`src/rtl/core/dpr_pkg.sv`:
```
// Shared types, character codes and helpers of the debug packet receiver.
// No dependencies; used by every module of the block but dpr_checker.
package dpr_pkg;

    localparam int BUF_DEPTH_DEF = 1024;
    localparam int IDX_W         = 10;
    localparam int LEN_W         = 10;

    // Framing and reply characters.
    localparam logic [7:0] CH_DOLLAR = 8'h24;
    localparam logic [7:0] CH_HASH   = 8'h23;
    localparam logic [7:0] CH_COLON  = 8'h3A;
    localparam logic [7:0] CH_PLUS   = 8'h2B;
    localparam logic [7:0] CH_MINUS  = 8'h2D;
    localparam logic [7:0] CH_ZERO   = 8'h30;
    localparam logic [7:0] CH_NINE   = 8'h39;
    localparam logic [7:0] CH_UA     = 8'h41;
    localparam logic [7:0] CH_UF     = 8'h46;
    localparam logic [7:0] CH_LA     = 8'h61;
    localparam logic [7:0] CH_LF     = 8'h66;
    localparam logic [7:0] DIGIT_BAD = 8'hFF;

    // Parser phases.
    localparam logic [1:0] PH_HUNT = 2'd0;
    localparam logic [1:0] PH_BODY = 2'd1;
    localparam logic [1:0] PH_HIGH = 2'd2;
    localparam logic [1:0] PH_LOW  = 2'd3;

    // Kinds of reply job handed to the transmit side.
    localparam logic [1:0] JOB_READ   = 2'd0;
    localparam logic [1:0] JOB_NACK   = 2'd1;
    localparam logic [1:0] JOB_ACK    = 2'd2;
    localparam logic [1:0] JOB_ACKSEQ = 2'd3;

    typedef struct packed {
        logic             valid;
        logic [1:0]       kind;
        logic [LEN_W-1:0] len;
        logic [7:0]       seq0;
        logic [7:0]       seq1;
    } t_job;

    typedef struct packed {
        logic             tx_valid;
        logic [7:0]       tx_byte;
        logic             packet_ready;
        logic [1:0]       payload_start;
        logic [LEN_W-1:0] payload_length;
        logic [7:0]       read_data;
        logic             last;
    } t_res;

    // Hex digit value; anything else counts as all ones.
    function automatic logic [7:0] digit_value(input logic [7:0] c);
        logic [7:0] v;
        v = DIGIT_BAD;
        if (c inside {[CH_LA:CH_LF]}) begin
            v = c - CH_LA + 8'd10;
        end else if (c inside {[CH_ZERO:CH_NINE]}) begin
            v = c - CH_ZERO;
        end else if (c inside {[CH_UA:CH_UF]}) begin
            v = c - CH_UA + 8'd10;
        end
        return v;
    endfunction

endpackage

```
`src/rtl/core/dpr_parse.sv`:
```
// Packet framing parser: phase, running sum, checksum digits, body count.
// Depends on dpr_pkg; drives the write port of dpr_buf and issues reply jobs.
module dpr_parse #(
    parameter int BUF_DEPTH = dpr_pkg::BUF_DEPTH_DEF
) (
    input  logic                         i_clk,
    input  logic                         i_rst_n,
    input  logic                         i_accept,
    input  logic                         i_action,
    input  logic [7:0]                   i_line_byte,
    output logic                         o_wr_en,
    output logic [$clog2(BUF_DEPTH)-1:0] o_wr_addr,
    output logic [7:0]                   o_wr_data,
    output dpr_pkg::t_job                o_job
);
    import dpr_pkg::*;

    localparam int AW = $clog2(BUF_DEPTH);
    localparam logic [AW-1:0] LIMIT = AW'(BUF_DEPTH - 2);

    logic [1:0]    r_phase, n_phase;
    logic [7:0]    r_sum, n_sum;
    logic [7:0]    r_high, n_high;
    logic [AW-1:0] r_count, n_count;
    logic [7:0]    r_b0, r_b1, r_b2;
    logic [7:0]    digit;
    logic [7:0]    sent;

    assign digit     = digit_value(i_line_byte);
    assign sent      = r_high + digit;
    assign o_wr_addr = r_count;
    assign o_wr_data = i_line_byte;

    always_comb begin
        n_phase = r_phase;
        n_sum   = r_sum;
        n_high  = r_high;
        n_count = r_count;
        o_wr_en = 1'b0;
        o_job   = '0;
        if (i_accept && i_action) begin
            o_job.valid = 1'b1;
            o_job.kind  = JOB_READ;
        end else if (i_accept) begin
            case (r_phase)
                PH_HUNT: begin
                    if (i_line_byte == CH_DOLLAR) begin
                        n_phase = PH_BODY;
                        n_sum   = 8'h00;
                        n_count = '0;
                    end
                end
                PH_BODY: begin
                    if (i_line_byte == CH_DOLLAR) begin
                        n_sum   = 8'h00;
                        n_count = '0;
                    end else if (i_line_byte == CH_HASH) begin
                        n_phase = PH_HIGH;
                    end else begin
                        n_sum   = r_sum + i_line_byte;
                        n_count = r_count + AW'(1);
                        o_wr_en = 1'b1;
                        // Body reaching BUF_DEPTH - 1 bytes: drop it quietly.
                        if (r_count == LIMIT) begin
                            n_phase = PH_HUNT;
                        end
                    end
                end
                PH_HIGH: begin
                    n_high  = {digit[3:0], 4'h0};
                    n_phase = PH_LOW;
                end
                default: begin
                    n_phase     = PH_HUNT;
                    o_job.valid = 1'b1;
                    o_job.len   = LEN_W'(r_count);
                    o_job.seq0  = r_b0;
                    o_job.seq1  = r_b1;
                    if (sent != r_sum) begin
                        o_job.kind = JOB_NACK;
                    end else if (r_count >= AW'(3) && r_b2 == CH_COLON) begin
                        o_job.kind = JOB_ACKSEQ;
                    end else begin
                        o_job.kind = JOB_ACK;
                    end
                end
            endcase
        end
    end

    always_ff @(posedge i_clk) begin
        if (!i_rst_n) begin
            r_phase <= PH_HUNT;
            r_sum   <= 8'h00;
            r_high  <= 8'h00;
            r_count <= '0;
        end else begin
            r_phase <= n_phase;
            r_sum   <= n_sum;
            r_high  <= n_high;
            r_count <= n_count;
        end
    end

    // Copies of the first three body bytes, for the sequence id check.
    always_ff @(posedge i_clk) begin
        if (o_wr_en && r_count == AW'(0)) begin
            r_b0 <= i_line_byte;
        end
        if (o_wr_en && r_count == AW'(1)) begin
            r_b1 <= i_line_byte;
        end
        if (o_wr_en && r_count == AW'(2)) begin
            r_b2 <= i_line_byte;
        end
    end

endmodule

```
`config.mk`:
```
export PLATFORM = sky130hd
export DESIGN_NAME = dpr_parse
export DESIGN_NICKNAME = d
export VERILOG_FILES = /design/src/rtl/core/dpr_pkg.sv /design/src/rtl/core/dpr_parse.sv
export SDC_FILE = /design/constraint.sdc
export NUM_CORES = 1
export LEC_CHECK = 0
export BUFFER_PORTS_ARGS = -buffer_cell sky130_fd_sc_hd__buf_2
export CAP_MARGIN = 20
export CELL_PAD_IN_SITES_DETAIL_PLACEMENT = 2
export CELL_PAD_IN_SITES_GLOBAL_PLACEMENT = 2
export CORE_ASPECT_RATIO = 2
export CORE_UTILIZATION = 35
export CTS_CLUSTER_DIAMETER = 80
export DETAILED_ROUTE_END_ITERATION = 6
export PLACE_DENSITY_LB_ADDON = 0.1
export SLEW_MARGIN = 5
export SYNTH_ARGS = -nofsm -noshare
export SYNTH_HDL_FRONTEND = slang
export SYNTH_SLANG_ARGS = --single-unit
```
`constraint.sdc`:
```
create_clock -name i_clk -period 4.51 [get_ports i_clk]
set_input_delay 0.2255 -clock i_clk [delete_from_list [all_inputs] [get_ports i_clk]]
set_output_delay 0.2255 -clock i_clk [all_outputs]
set_load 0.1 [all_outputs]
```
==> results.ini <==
[yosys]
synth_cell_types = 68
syn_area_sq_um = 3270
ys_dominant_reg_cell = edfxtp_1
synth-seq-cells = 48
async_reset_ff_frac = 0
synth-edff-count = 24
syn_nets = 384
syn_area_per_cell_sq_um = 9.45
synthCells = 346
ys_warn_count = 0
ys_seq_area_frac = 0.368

[clock_tree]
clock_latency_ps = 300
cts_tree = done
cts-htree-levels = 2
clkSinkCount = 48
holdBufCountCts = 0
path_clk_slew_ps = 70
cts-root-buf = clkbuf_16
cts_inserted_buffers = 5
cts_buffer_depth = 2

[drt]
wl_mm = 11.4
drtPass1Iterations = 4
ant_nets = 0
drtIter0Drc = 90
viasPerCell = 5.68
num_vias = 2943
drc = 0
avgRoutedWirePerCell_microns = 21.9

[layout]
layout.nets = 453
utilization = 0.446
final_cell_mix = 57 x buf_2, 28 x and2_1, 24 x nor2_1, 24 x dfxtp_1, 24 x edfxtp_1
drive_above_1_share = 0.272
fillCellCount = 983
area_growth_pct = 23.0
multi_input_area_sq_um = 1940
n_antenna_cell = 0
final_common_cell = buf_2
ff_latch_area_sq_um = 1200

[power_and_ir_drop]
p_comb_frac = 0.116
power_density_nw_per_um2 = 284
p_clk_frac = 0.484
cell_internal_pwr_uw = 868
netSwitchingFraction = 0.240
switching_power_uw = 275
p_leak_uw = 0.00168
seqPwrFrac = 0.400
ir_worst_vdd_uv = 160

[worst_hold_path]
hold_path_class = in2reg

[grt]
antenna_found_initial = 0
grt-ovfl-total = 0
grt_pass1_vias = 3208
grt_max_degree = 22
grt_pass1_wl_mm = 17.5
grt.total_usage = 0.237

[placement]
port_buffers = 59
finalWeightedCongestion = 0.827
hpwl_mm = 8.99

[worst_setup_path]
end_kind = primary output
crit_start = i_line_byte[1]
critPathCapture = o_job[27]
r2r_start = r_sum[1]
worstSetupPathType = in2out
rrSetupSlack_ps = 2130
start_kind = input port
worstPathMaxFanout = 4
reg2reg_depth = 8
worstPathRequired_ps = 4280
critPathArrivalTime_ps = 4120
reg2reg_to = r_sum[7]

[floorplanning]
dieArea_sq_um = 9750
core_sq_um = 9010
fp-row-count = 49
io_pins = 60
start_util = 0.363
chipHeight_microns = 139
die_w_microns = 70.3

[timing]
fin_skew_ps = 4.52
min_period_ps = 4340
whs_ps = 198
max_freq_mhz = 230
finalHoldViolations = 0
worstMarginPinSlew_ps = 956
fin_crit_sh = 0.962
slew_violations = 0
slew_headroom = 0.358
setup_viol = 0

[status]
status = finished, final reports clean

[run]
maxCapViolations = 0

## cells in the mapped netlist, drive strengths merged, types with 2 or more instances
cell | n | area [sq um]
nor2 | 26 | 103
fa | 2 | 40.0
o21bai | 3 | 22.5
a2111oi | 3 | 26.3
nor4 | 5 | 31.3
a211o | 2 | 17.5
a21boi | 3 | 22.5
inv | 18 | 67.6
or4b | 2 | 23.8
dfxtp | 24 | 480
nor3b | 2 | 20.0
o2111ai | 2 | 17.5
or3 | 2 | 12.5
clkbuf | 7 | 26.3
nand4b | 3 | 26.3
or3b | 2 | 17.5
a21oi | 18 | 90.1
nor2b | 13 | 81.3
o2111a | 2 | 22.5
buf | 11 | 83.8
mux2i | 3 | 30.0
xnor2 | 9 | 78.8
xor2 | 10 | 95.1
and2 | 28 | 175
nand3 | 9 | 45.0
a22oi | 9 | 67.6
a311o | 3 | 30.0
and4b | 2 | 21.3
nand2b | 2 | 12.5
nand4 | 4 | 25.0
nor3 | 14 | 70.1
a31oi | 3 | 18.8
edfxtp | 24 | 721
ha | 24 | 300
and3 | 2 | 12.5
a211oi | 2 | 20.0
o21ai | 7 | 35.0
nand2 | 17 | 66.3
o21a | 2 | 15.0
a21o | 6 | 45.0
## metal layers
metal	wire length (microns)	global-route usage
met5	0	0
met4	317	0.125
met3	182	0.0254
met2	6880	0.481
met1	3990	0.217
## worst max-delay path, cell delays in order
cell	delay (ps)
buf_2	90
inv_1	90
ha_2	200
or4b_4	560
o211ai_4	220
nor3b_2	80
nor2_2	120
o21ai_0	100
nand2_1	110
o31a_1	130
ha_2	190
fa_1	420
xor2_1	160
nor3_2	190
or3b_4	420
a211o_1	280
and4b_2	330
buf_12	190
## cell type report
cell class                 count  share of cell area
tap                          102              0.0317
sequential                    48               0.299
clock inverter                 3              0.0224
clock buffer                   5              0.0311
inverter                      18              0.0168
timing repair buffer          80               0.117
multi-input combinational    262               0.482
## state kept, by name, summed over array words and instances, names as in the netlist
signal     flops
r_b0           8
r_high         4
o_wr_addr     10
r_phase        2
r_b1           8
r_sum          8
r_b2           8
## power groups by stage
stage / sequential, uW / clock, uW / combinational [uW]
finish: 457 / 554 / 132
global route: 457 / 573 / 141
CTS: 457 / 562 / 130
detailed placement: 467 / 0 / 129
global placement: 467 / 0 / 126
floorplan: 467 / 0 / 84.8
## through the flow
| step | total power (uW) | std cells | setup TNS, ps | setup slack (ps) | area [sq um] |
|---|---|---|---|---|---|
| floorplan | 552 | 346 | 0 | 38.0 | 3270 |
| global placement | 592 | 508 | 0 | 143 | 3740 |
| detailed placement | 595 | 509 | -69.1 | -69.1 | 3750 |
| CTS | 1150 | 517 | 0 | 33.7 | 3980 |
| global route | 1170 | 518 | -6.99 | -6.99 | 4020 |
| finish | 1140 | 518 | 0 | 169 | 4020 |
## cell families after synthesis
logic type	share of synthesized area
muxes	0.00919
xor gates and xnor gates	0.0532
adders and majority gates	0.104
and+or+nand+nor	0.243
buffers and inverters	0.0544
AOI/OAI and AO/OA	0.169
DFF	0.368
## timing repair
action,CTS,global route
pin swaps,0,3
resized for setup,3,10
endpoints found under the setup margin,1,2
buffers inserted,0,1
endpoints found under the hold margin,0,0
## worst min path at each step
stage	start	end	slack [ps]	depth (start not counted)
finish	i_line_byte[0]	r_b1[0]	200	1
global route	i_line_byte[0]	r_b0[0]	210	1
CTS	i_line_byte[0]	r_b1[0]	180	1
detailed placement	r_high[6]	r_high[6]	470	2
global placement	r_high[6]	r_high[6]	460	2
floorplan	i_line_byte[0]	r_b0[0]	320	0
No activity file was read; power rests on OpenSTA's default activity.
