### config.mk
export PLATFORM = sky130hd
export DESIGN_NAME = dpr_tx
export DESIGN_NICKNAME = d
export VERILOG_FILES = /design/src/rtl/core/dpr_pkg.sv /design/src/rtl/core/dpr_tx.sv
export SDC_FILE = /design/constraint.sdc
export NUM_CORES = 1
export LEC_CHECK = 0
export ABC_CLOCK_PERIOD_IN_PS = 5900
export BUFFER_PORTS_ARGS = -buffer_cell sky130_fd_sc_hd__buf_4
export CORE_AREA = 5 5 73 75
export CTS_CLUSTER_SIZE = 28
export DETAILED_ROUTE_END_ITERATION = 7
export DIE_AREA = 0 0 78 80
export PLACE_DENSITY = 0.81
export SLEW_MARGIN = 10
export SYNTH_ARGS = -nofsm -noshare
export SYNTH_HDL_FRONTEND = slang
export SYNTH_SLANG_ARGS = --single-unit
### constraint.sdc
create_clock -name i_clk -period 5.9 [get_ports i_clk]
set_input_delay 0.59 -clock i_clk [delete_from_list [all_inputs] [get_ports i_clk]]
set_output_delay 0.59 -clock i_clk [all_outputs]
set_load 0.01 [all_outputs]
### src/rtl/core/dpr_pkg.sv
// Shared types, character codes and helpers of the debug packet receiver.
// No dependencies; used by every module of the block but dpr_checker.
package dpr_pkg;

    localparam int BUF_DEPTH_DEF = 1024;
    localparam int IDX_W         = 10;
    localparam int LEN_W         = 10;

    // Framing and reply characters.
    localparam logic [7:0] CH_DOLLAR = 8'h24;
    localparam logic [7:0] CH_HASH   = 8'h23;
    localparam logic [7:0] CH_COLON  = 8'h3A;
    localparam logic [7:0] CH_PLUS   = 8'h2B;
    localparam logic [7:0] CH_MINUS  = 8'h2D;
    localparam logic [7:0] CH_ZERO   = 8'h30;
    localparam logic [7:0] CH_NINE   = 8'h39;
    localparam logic [7:0] CH_UA     = 8'h41;
    localparam logic [7:0] CH_UF     = 8'h46;
    localparam logic [7:0] CH_LA     = 8'h61;
    localparam logic [7:0] CH_LF     = 8'h66;
    localparam logic [7:0] DIGIT_BAD = 8'hFF;

    // Parser phases.
    localparam logic [1:0] PH_HUNT = 2'd0;
    localparam logic [1:0] PH_BODY = 2'd1;
    localparam logic [1:0] PH_HIGH = 2'd2;
    localparam logic [1:0] PH_LOW  = 2'd3;

    // Kinds of reply job handed to the transmit side.
    localparam logic [1:0] JOB_READ   = 2'd0;
    localparam logic [1:0] JOB_NACK   = 2'd1;
    localparam logic [1:0] JOB_ACK    = 2'd2;
    localparam logic [1:0] JOB_ACKSEQ = 2'd3;

    typedef struct packed {
        logic             valid;
        logic [1:0]       kind;
        logic [LEN_W-1:0] len;
        logic [7:0]       seq0;
        logic [7:0]       seq1;
    } t_job;

    typedef struct packed {
        logic             tx_valid;
        logic [7:0]       tx_byte;
        logic             packet_ready;
        logic [1:0]       payload_start;
        logic [LEN_W-1:0] payload_length;
        logic [7:0]       read_data;
        logic             last;
    } t_res;

    // Hex digit value; anything else counts as all ones.
    function automatic logic [7:0] digit_value(input logic [7:0] c);
        logic [7:0] v;
        v = DIGIT_BAD;
        if (c inside {[CH_LA:CH_LF]}) begin
            v = c - CH_LA + 8'd10;
        end else if (c inside {[CH_ZERO:CH_NINE]}) begin
            v = c - CH_ZERO;
        end else if (c inside {[CH_UA:CH_UF]}) begin
            v = c - CH_UA + 8'd10;
        end
        return v;
    endfunction

endpackage

### src/rtl/core/dpr_tx.sv
// Reply sequencer: holds one job, emits one to three results into an
// output register. Depends on dpr_pkg; takes read data from dpr_buf.
module dpr_tx (
    input  logic          i_clk,
    input  logic          i_rst_n,
    input  dpr_pkg::t_job i_job,
    input  logic [7:0]    i_rd_data,
    input  logic          i_out_ready,
    output logic          o_in_ready,
    output logic          o_out_valid,
    output dpr_pkg::t_res o_res
);
    import dpr_pkg::*;

    logic       r_job_valid;
    t_job       r_job;
    logic [1:0] r_step;
    logic       r_out_valid;
    t_res       r_res;
    t_res       res_c;
    logic [1:0] last_step;
    logic       load;
    logic       done;

    assign last_step = (r_job.kind == JOB_ACKSEQ) ? 2'd2 : 2'd0;
    assign load      = r_job_valid && (!r_out_valid || i_out_ready);
    assign done      = load && (r_step == last_step);
    assign o_in_ready = !r_job_valid || done;

    always_comb begin
        res_c = '0;
        case (r_job.kind)
            JOB_READ: begin
                res_c.read_data = i_rd_data;
                res_c.last      = 1'b1;
            end
            JOB_NACK: begin
                res_c.tx_valid = 1'b1;
                res_c.tx_byte  = CH_MINUS;
                res_c.last     = 1'b1;
            end
            JOB_ACK: begin
                res_c.tx_valid       = 1'b1;
                res_c.tx_byte        = CH_PLUS;
                res_c.packet_ready   = 1'b1;
                res_c.payload_length = r_job.len;
                res_c.last           = 1'b1;
            end
            default: begin
                res_c.tx_valid = 1'b1;
                if (r_step == 2'd0) begin
                    res_c.tx_byte = CH_PLUS;
                end else if (r_step == 2'd1) begin
                    res_c.tx_byte = r_job.seq0;
                end else begin
                    res_c.tx_byte        = r_job.seq1;
                    res_c.packet_ready   = 1'b1;
                    res_c.payload_start  = 2'd3;
                    res_c.payload_length = r_job.len;
                    res_c.last           = 1'b1;
                end
            end
        endcase
    end

    always_ff @(posedge i_clk) begin
        if (!i_rst_n) begin
            r_job_valid <= 1'b0;
            r_step      <= 2'd0;
            r_out_valid <= 1'b0;
        end else begin
            if (o_in_ready) begin
                r_job_valid <= i_job.valid;
            end
            if (done || !r_job_valid) begin
                r_step <= 2'd0;
            end else if (load) begin
                r_step <= r_step + 2'd1;
            end
            if (load) begin
                r_out_valid <= 1'b1;
            end else if (i_out_ready) begin
                r_out_valid <= 1'b0;
            end
        end
    end

    always_ff @(posedge i_clk) begin
        if (o_in_ready && i_job.valid) begin
            r_job <= i_job;
        end
        if (load) begin
            r_res <= res_c;
        end
    end

    assign o_out_valid = r_out_valid;
    assign o_res       = r_res;

endmodule

==> results of run 1 <==
routing by layer:
metal	share of wire	track usage	wire length, um
met2	0.50	0.220	2020
met4	0.014	0.0760	57
met1	0.40	0.159	1600
met3	0.091	0.0542	369
met5	0	0	0
report_power, final:
part           leakage [nW]  total, mW  internal (mW)  switching, mW
registers             0.595      0.516          0.509        0.00698
logic                 0.547     0.0734         0.0388         0.0346
clock network        0.0797      0.293          0.144          0.149
cell families after synthesis:
logic type | after synthesis | share of synthesized area
xor+xnor | 1 | 0.00687
mux | 9 | 0.0380
simple gates | 32 | 0.0803
buf+inv | 13 | 0.0274
compound gates | 14 | 0.0417
fa+ha+maj | 7 | 0.0370
flops | 62 | 0.769
sequential cells by signal, indices dropped and copies added, names as in the netlist:
register	flops
o_out_valid	1
o_res	30
r_job	28
r_job_valid	1
r_step	2
cells in the final DEF, fill, tap and decap left out, types with 2 or more instances in the layout:
cell type and count:
and2_1 9, dfxtp_1 4, inv_1 8, clkbuf_8 9
buf_4 73, mux2i_1 9, a21oi_1 5, clkinv_1 2
clkinv_2 3, nor2b_1 11, o21ai_0 3, edfxtp_1 58
nor2_1 6, ha_1 7
area by class of cell:
cell class	instances	area [um^2]	area share
clock buffer	9	124	0.0398
clock inverter	6	30.0	0.00965
inverter	9	33.8	0.0109
multi-input combinational	63	485	0.156
sequential	62	1820	0.586
tap	54	67.6	0.0217
timing repair buffer	73	548	0.176
worst reg2reg max path: cells and delay by family (launching register included):
| family | cells | cell delay (ns) |
|---|---|---|
| fa+ha+maj | 1 | 0.33 |
| simple gates | 1 | 0.96 |
| compound gates | 1 | 0.26 |
| xor+xnor | 1 | 0.20 |
| flops | 1 | 0.41 |
final timing paths:
check                            endpoint  slack (ns)
worst max-delay path            r_job[24]        3.34
worst min-delay path            r_job[21]        0.44
worst max register to register  r_job[24]        3.34
worst min register to register  o_res[11]        0.53
==> run metrics, run 1 <==
fill count=around 330; CTS Sinks=between 60 and 70; number of synthesized flops with an enable pin=just under 60; Post-Synthesis Cell Area=2370 um^2; Post-DP Area=between 2000 and 3000 um^2; initial antenna violation count=0; Slew @ Worst Pin=~1.2 ns; core region area=4600 um^2; fin crit share=0.434; RSZ-0062 raised after global routing=no; TritonCTS buffer count=9; Avg Inst Size Synth=between 15 and 20 um^2; Final Critical Period=about 2.6 ns; top-count cell post-synth=edfxtp_1; post-synthesis register bit count=62; die area=6240 um^2; hold depth=1; FF-to-FF Start=r_job[26]; post-placement cell count=approximately 260; sequential area share after synthesis=0.769; crit path DAT=around 2.5 ns; skew final=about 0.0065 ns; Post-Synthesis Cells=about 140; final setup TNS=0 ns; io pins=73; Reg clk slew, reported paths=about 0.070 ns; layout cells sized above 1=0.419; Rows=25; Root Buffer=clkbuf_8; WHS=between 0.4 and 0.5 ns; IO buf count=72; crit path max fanout=28; Core Util, Final=0.676; pwr dens=around 280 nW/um^2; # nets final=265; gr usage total=0.138; Setup WS pre-CTS=approximately 3.3 ns; H-tree depth=3; crit path buf inv count=0; CTS tree=yes; initial DRC count=54; ys async rst share=0; maximum vdd drop=between 200 and 250 uV; largest area contributor in the synthesized netlist=edfxtp_1; syn_nets=between 150 and 200; non-filler cells, final=276; top cells by count, synth=58 x edfxtp_1, 11 x nor2b_1, 9 x and2_1, 9 x mux2i_1, 8 x inv_1; Critical path origin=r_job[26]; outcome=complete, no violations; Min-Delay Path Class=primary input to flip-flop; Top FF cell, synth=edfxtp_1; final hold vios=0; post-CTS setup buffer count=0; WL final=4050 um; Yosys cell types=26; Yosys top cell area share=0.735; final setup violation count=0; CP max stage cell=and2_1; Max Cap Viol=0; max_slew headroom=0.212; CP Launch Type=flip-flop; YS warnings=0; vias=around 1.3k; Reg2Reg Depth=4; vias in the first global route=~1.3k; Vias/cell=roughly 4.8; Critical Path RT=between 5 and 6 ns; cell leakage power=approximately 1.2 nW; critical-path cell list=ha_1 -> xor2_2 -> o31ai_2 -> and2_1; diode count=0; # hold bufs at CTS=0; Final ANT Viol Nets=0; hpwl dp=about 3000 um; largest net degree at the start of global routing=29; Worst setup EP type=flip-flop; Die Ht=about 80 um; drt pass-1 iters=5; final instance area=around 3100 um^2; Die Wd=approximately 80 um; synth top area cells=edfxtp_1 73%, mux2i_1 3.8%, ha_1 3.7%; total congestion overflow=0; fmax=between 0.3 and 0.4 GHz; WL/cell=14.7 um; CP max stage delay=roughly 0.96 ns; first-pass GRT wire length=approximately 6400 um; P&R area growth vs syn=31.3%; Max clock buf depth=2; total power=between 0.8 and 0.9 mW; max-slew violations=0; Final GP Congestion=0.754; # DRC=0; Initial Util=0.515; Worst-Skew Late Latency=0.32 ns; cts repair resizes=0; Worst Setup Path Type=flip-flop to flip-flop; critical path depth=4; family with the most delay on the worst path=simple AND/OR/NAND/NOR gates; Worst Min Path Start=i_job[21]; Setup WS post-layout=between 3 and 4 ns
Power figures use the tool's default switching activity.
==> run 2: changes to the inputs <==
--- a/config.mk
+++ b/config.mk
@@ -5,13 +5,13 @@
 export SDC_FILE = /design/constraint.sdc
 export NUM_CORES = 1
 export LEC_CHECK = 0
-export ABC_CLOCK_PERIOD_IN_PS = 5900
+export ABC_CLOCK_PERIOD_IN_PS = 2330
 export BUFFER_PORTS_ARGS = -buffer_cell sky130_fd_sc_hd__buf_4
-export CORE_AREA = 5 5 73 75
+export CORE_AREA = 5 5 79 81
 export CTS_CLUSTER_SIZE = 28
 export DETAILED_ROUTE_END_ITERATION = 7
-export DIE_AREA = 0 0 78 80
-export PLACE_DENSITY = 0.81
+export DIE_AREA = 0 0 84 86
+export PLACE_DENSITY = 0.73
 export SLEW_MARGIN = 10
 export SYNTH_ARGS = -nofsm -noshare
 export SYNTH_HDL_FRONTEND = slang
==> constraint.sdc (replaced) <==
create_clock -name i_clk -period 2.33 [get_ports i_clk]
set_input_delay 0.233 -clock i_clk [delete_from_list [all_inputs] [get_ports i_clk]]
set_output_delay 0.233 -clock i_clk [all_outputs]
set_load 0.01 [all_outputs]
==> run 2 against run 1 <==
  * Routed wire length is 0.62% lower
  * Non-clock buffer count grew 4
  * Total power rose to 2.9 times the previous value
  * Final cell count increased by 8.3%
  * Fmax grew 32%
  * Clock skew down 0.00095 ns
  * Critical path type unchanged
==> run metrics, run 2 (synthesis results as in run 1) <==
Max Cap Viol=0 (unchanged); area taken by multi-input logic gates=487 um^2 (+0.26%); FF-to-FF Start=r_job[26]; total congestion overflow=0 (unchanged); io pins=73 (unchanged); Switch Pwr=0.500 mW (+160%); Reg clk slew, reported paths=0.07 ns (about the same); Worst setup EP type=flip-flop; Max clock buf depth=2 (unchanged); pwr dens=798 nW/um^2 (+180%); R2R Setup Slk=0.38 ns (-2.95 ns); fin crit share=0.835 (+0.401); TritonCTS buffer count=9 (unchanged); initial antenna violation count=0 (unchanged); fmax=0.514 GHz (+32%); Final GP Congestion=0.735 (-2.5%); Vias/cell=4.48 (-5.8%); WL/cell=13.5 um (-8.3%); # nets final=269 (+1.5%); skew final=0.00553 ns (-0.000953 ns); Die Ht=86 um (+7.5%); number of flip-flops under the largest register name=30 (unchanged); non-filler cells, final=299 (+8.3%); gr usage total=0.122 (-0.0162); WL final=4030 um (-0.62%); final hold vios=0 (unchanged); post-placement cell count=283 (+8.4%); sequential share of power=0.502 (-0.082); fill count=438 (+34%); switching part of the total=0.192 (-0.0236); total power=2.60 mW (+190%); Critical path origin=r_job[26]; CP Launch Type=flip-flop; hpwl dp=2930 um (-2.2%); Reg2Reg Depth=5 (+1); RSZ-0062 raised after global routing=no; vias in the first global route=1431 (+8.3%); final setup violation count=0 (unchanged); Comb power frac=0.074 (-0.009); final setup TNS=0 ns (unchanged); maximum vdd drop=718 uV (+250%); cts repair resizes=0 (unchanged); CTS Sinks=62 (unchanged); Final Critical Period=1.95 ns (-0.615 ns); core region area=5410 um^2 (+18%); Die Wd=84 um (+7.7%); Rows=27 (+8.0%); worst r2r dst=r_job[25]; max-slew violations=0 (unchanged); Final ANT Viol Nets=0 (unchanged); Worst Setup Path Type=flip-flop to flip-flop; end of the critical path=r_job[25]; crit path max fanout=28 (unchanged); largest net degree at the start of global routing=29 (unchanged); vias=1341 (+2.1%); Slew @ Worst Pin=0.547 ns (-0.635 ns); outcome=complete, no violations; P&R area growth vs syn=37.6%; Min-Delay Path Class=primary input to flip-flop; Worst-Skew Late Latency=0.33 ns (about the same); first-pass GRT wire length=6560 um (+2.8%); Int Pwr=2.10 mW (+200%); # hold bufs at CTS=0 (unchanged); hold depth=1 (unchanged); WHS=0.0755 ns (-0.366 ns); Initial Util=0.438 (-0.0769); FF+latch area=1820 um^2 (unchanged); part of the power in the clock network=0.424 (+0.092); die area=7220 um^2 (+16%); post-CTS setup buffer count=0 (unchanged); CTS tree=yes; max_slew headroom=0.635 (+0.423); most common cell after layout, fill and taps aside=buf_4; crit path DAT=1.94 ns (-0.55 ns); layout cells sized above 1=0.436 (+0.0172); Critical Path RT=2.33 ns (-3.50 ns); IO buf count=72 (unchanged); diode count=0 (unchanged); commonest cells after routing, fill and taps aside=76 x buf_4, 58 x edfxtp_1, 11 x nor2b_1; Root Buffer=clkbuf_8; H-tree depth=3 (unchanged); # DRC=0 (unchanged); cell leakage power=1.28 nW (+4.8%); initial DRC count=74 (+37%); drt pass-1 iters=4 (-1)
-- run 2: cell type report --
class | count | share of cell area
clock buffer | 10 | 0.0391
clock inverter | 6 | 0.0338
inverter | 9 | 0.0104
multi-input combinational | 63 | 0.149
sequential | 62 | 0.559
tap | 72 | 0.0276
timing repair buffer | 77 | 0.181
-- run 2: power by group through the flow --
stage | clock network, mW | registers (mW) | logic, mW
finish | 1.10 | 1.31 | 0.192
global route | 1.19 | 1.31 | 0.211
CTS | 1.13 | 1.31 | 0.197
detailed placement | 0 | 1.33 | 0.197
global placement | 0 | 1.33 | 0.194
floorplan | 0 | 1.34 | 0.0677
-- run 2: through the flow --
step	utilization	cell area (um^2)	setup slack (ns)
2_1_floorplan	-	2370	0.114
3_3_place_gp	0.559	3020	0.438
3_5_place_dp	0.559	3020	0.361
4_1_cts	0.603	3260	0.347
5_1_grt	0.603	3260	0.248
6_report	0.603	3260	0.384
-- run 2: how the worst min path moves through the flow --
| stage | startpoint | endpoint | slack [ns] |
|---|---|---|---|
| after global routing | i_job[20] | r_job[20] | 0.04 |
| after CTS | i_job[6] | r_job[6] | 0.05 |
| final | i_job[19] | r_job[19] | 0.08 |
| after floorplan | i_job[0] | r_job[0] | 0.33 |
| after detailed placement | i_job[15] | r_job[15] | 0.41 |
| after global placement | i_job[5] | r_job[5] | 0.41 |
-- run 2: layer usage --
metal	track usage	wire length, um	part of all wire	up-vias
met3	0.0442	300	0.074	9
met1	0.136	1670	0.42	612
li1	-	-	-	668
met2	0.195	1950	0.48	52
met4	0.0833	103	0.026	0
met5	0	0	0	-
-- run 2: worst max-delay path, stage by stage, from the launching register on --
cell,delay (ns)
edfxtp_1,0.42
ha_1,0.26
xor2_2,0.17
o31ai_2,0.25
and2_2,0.19
buf_4,0.31
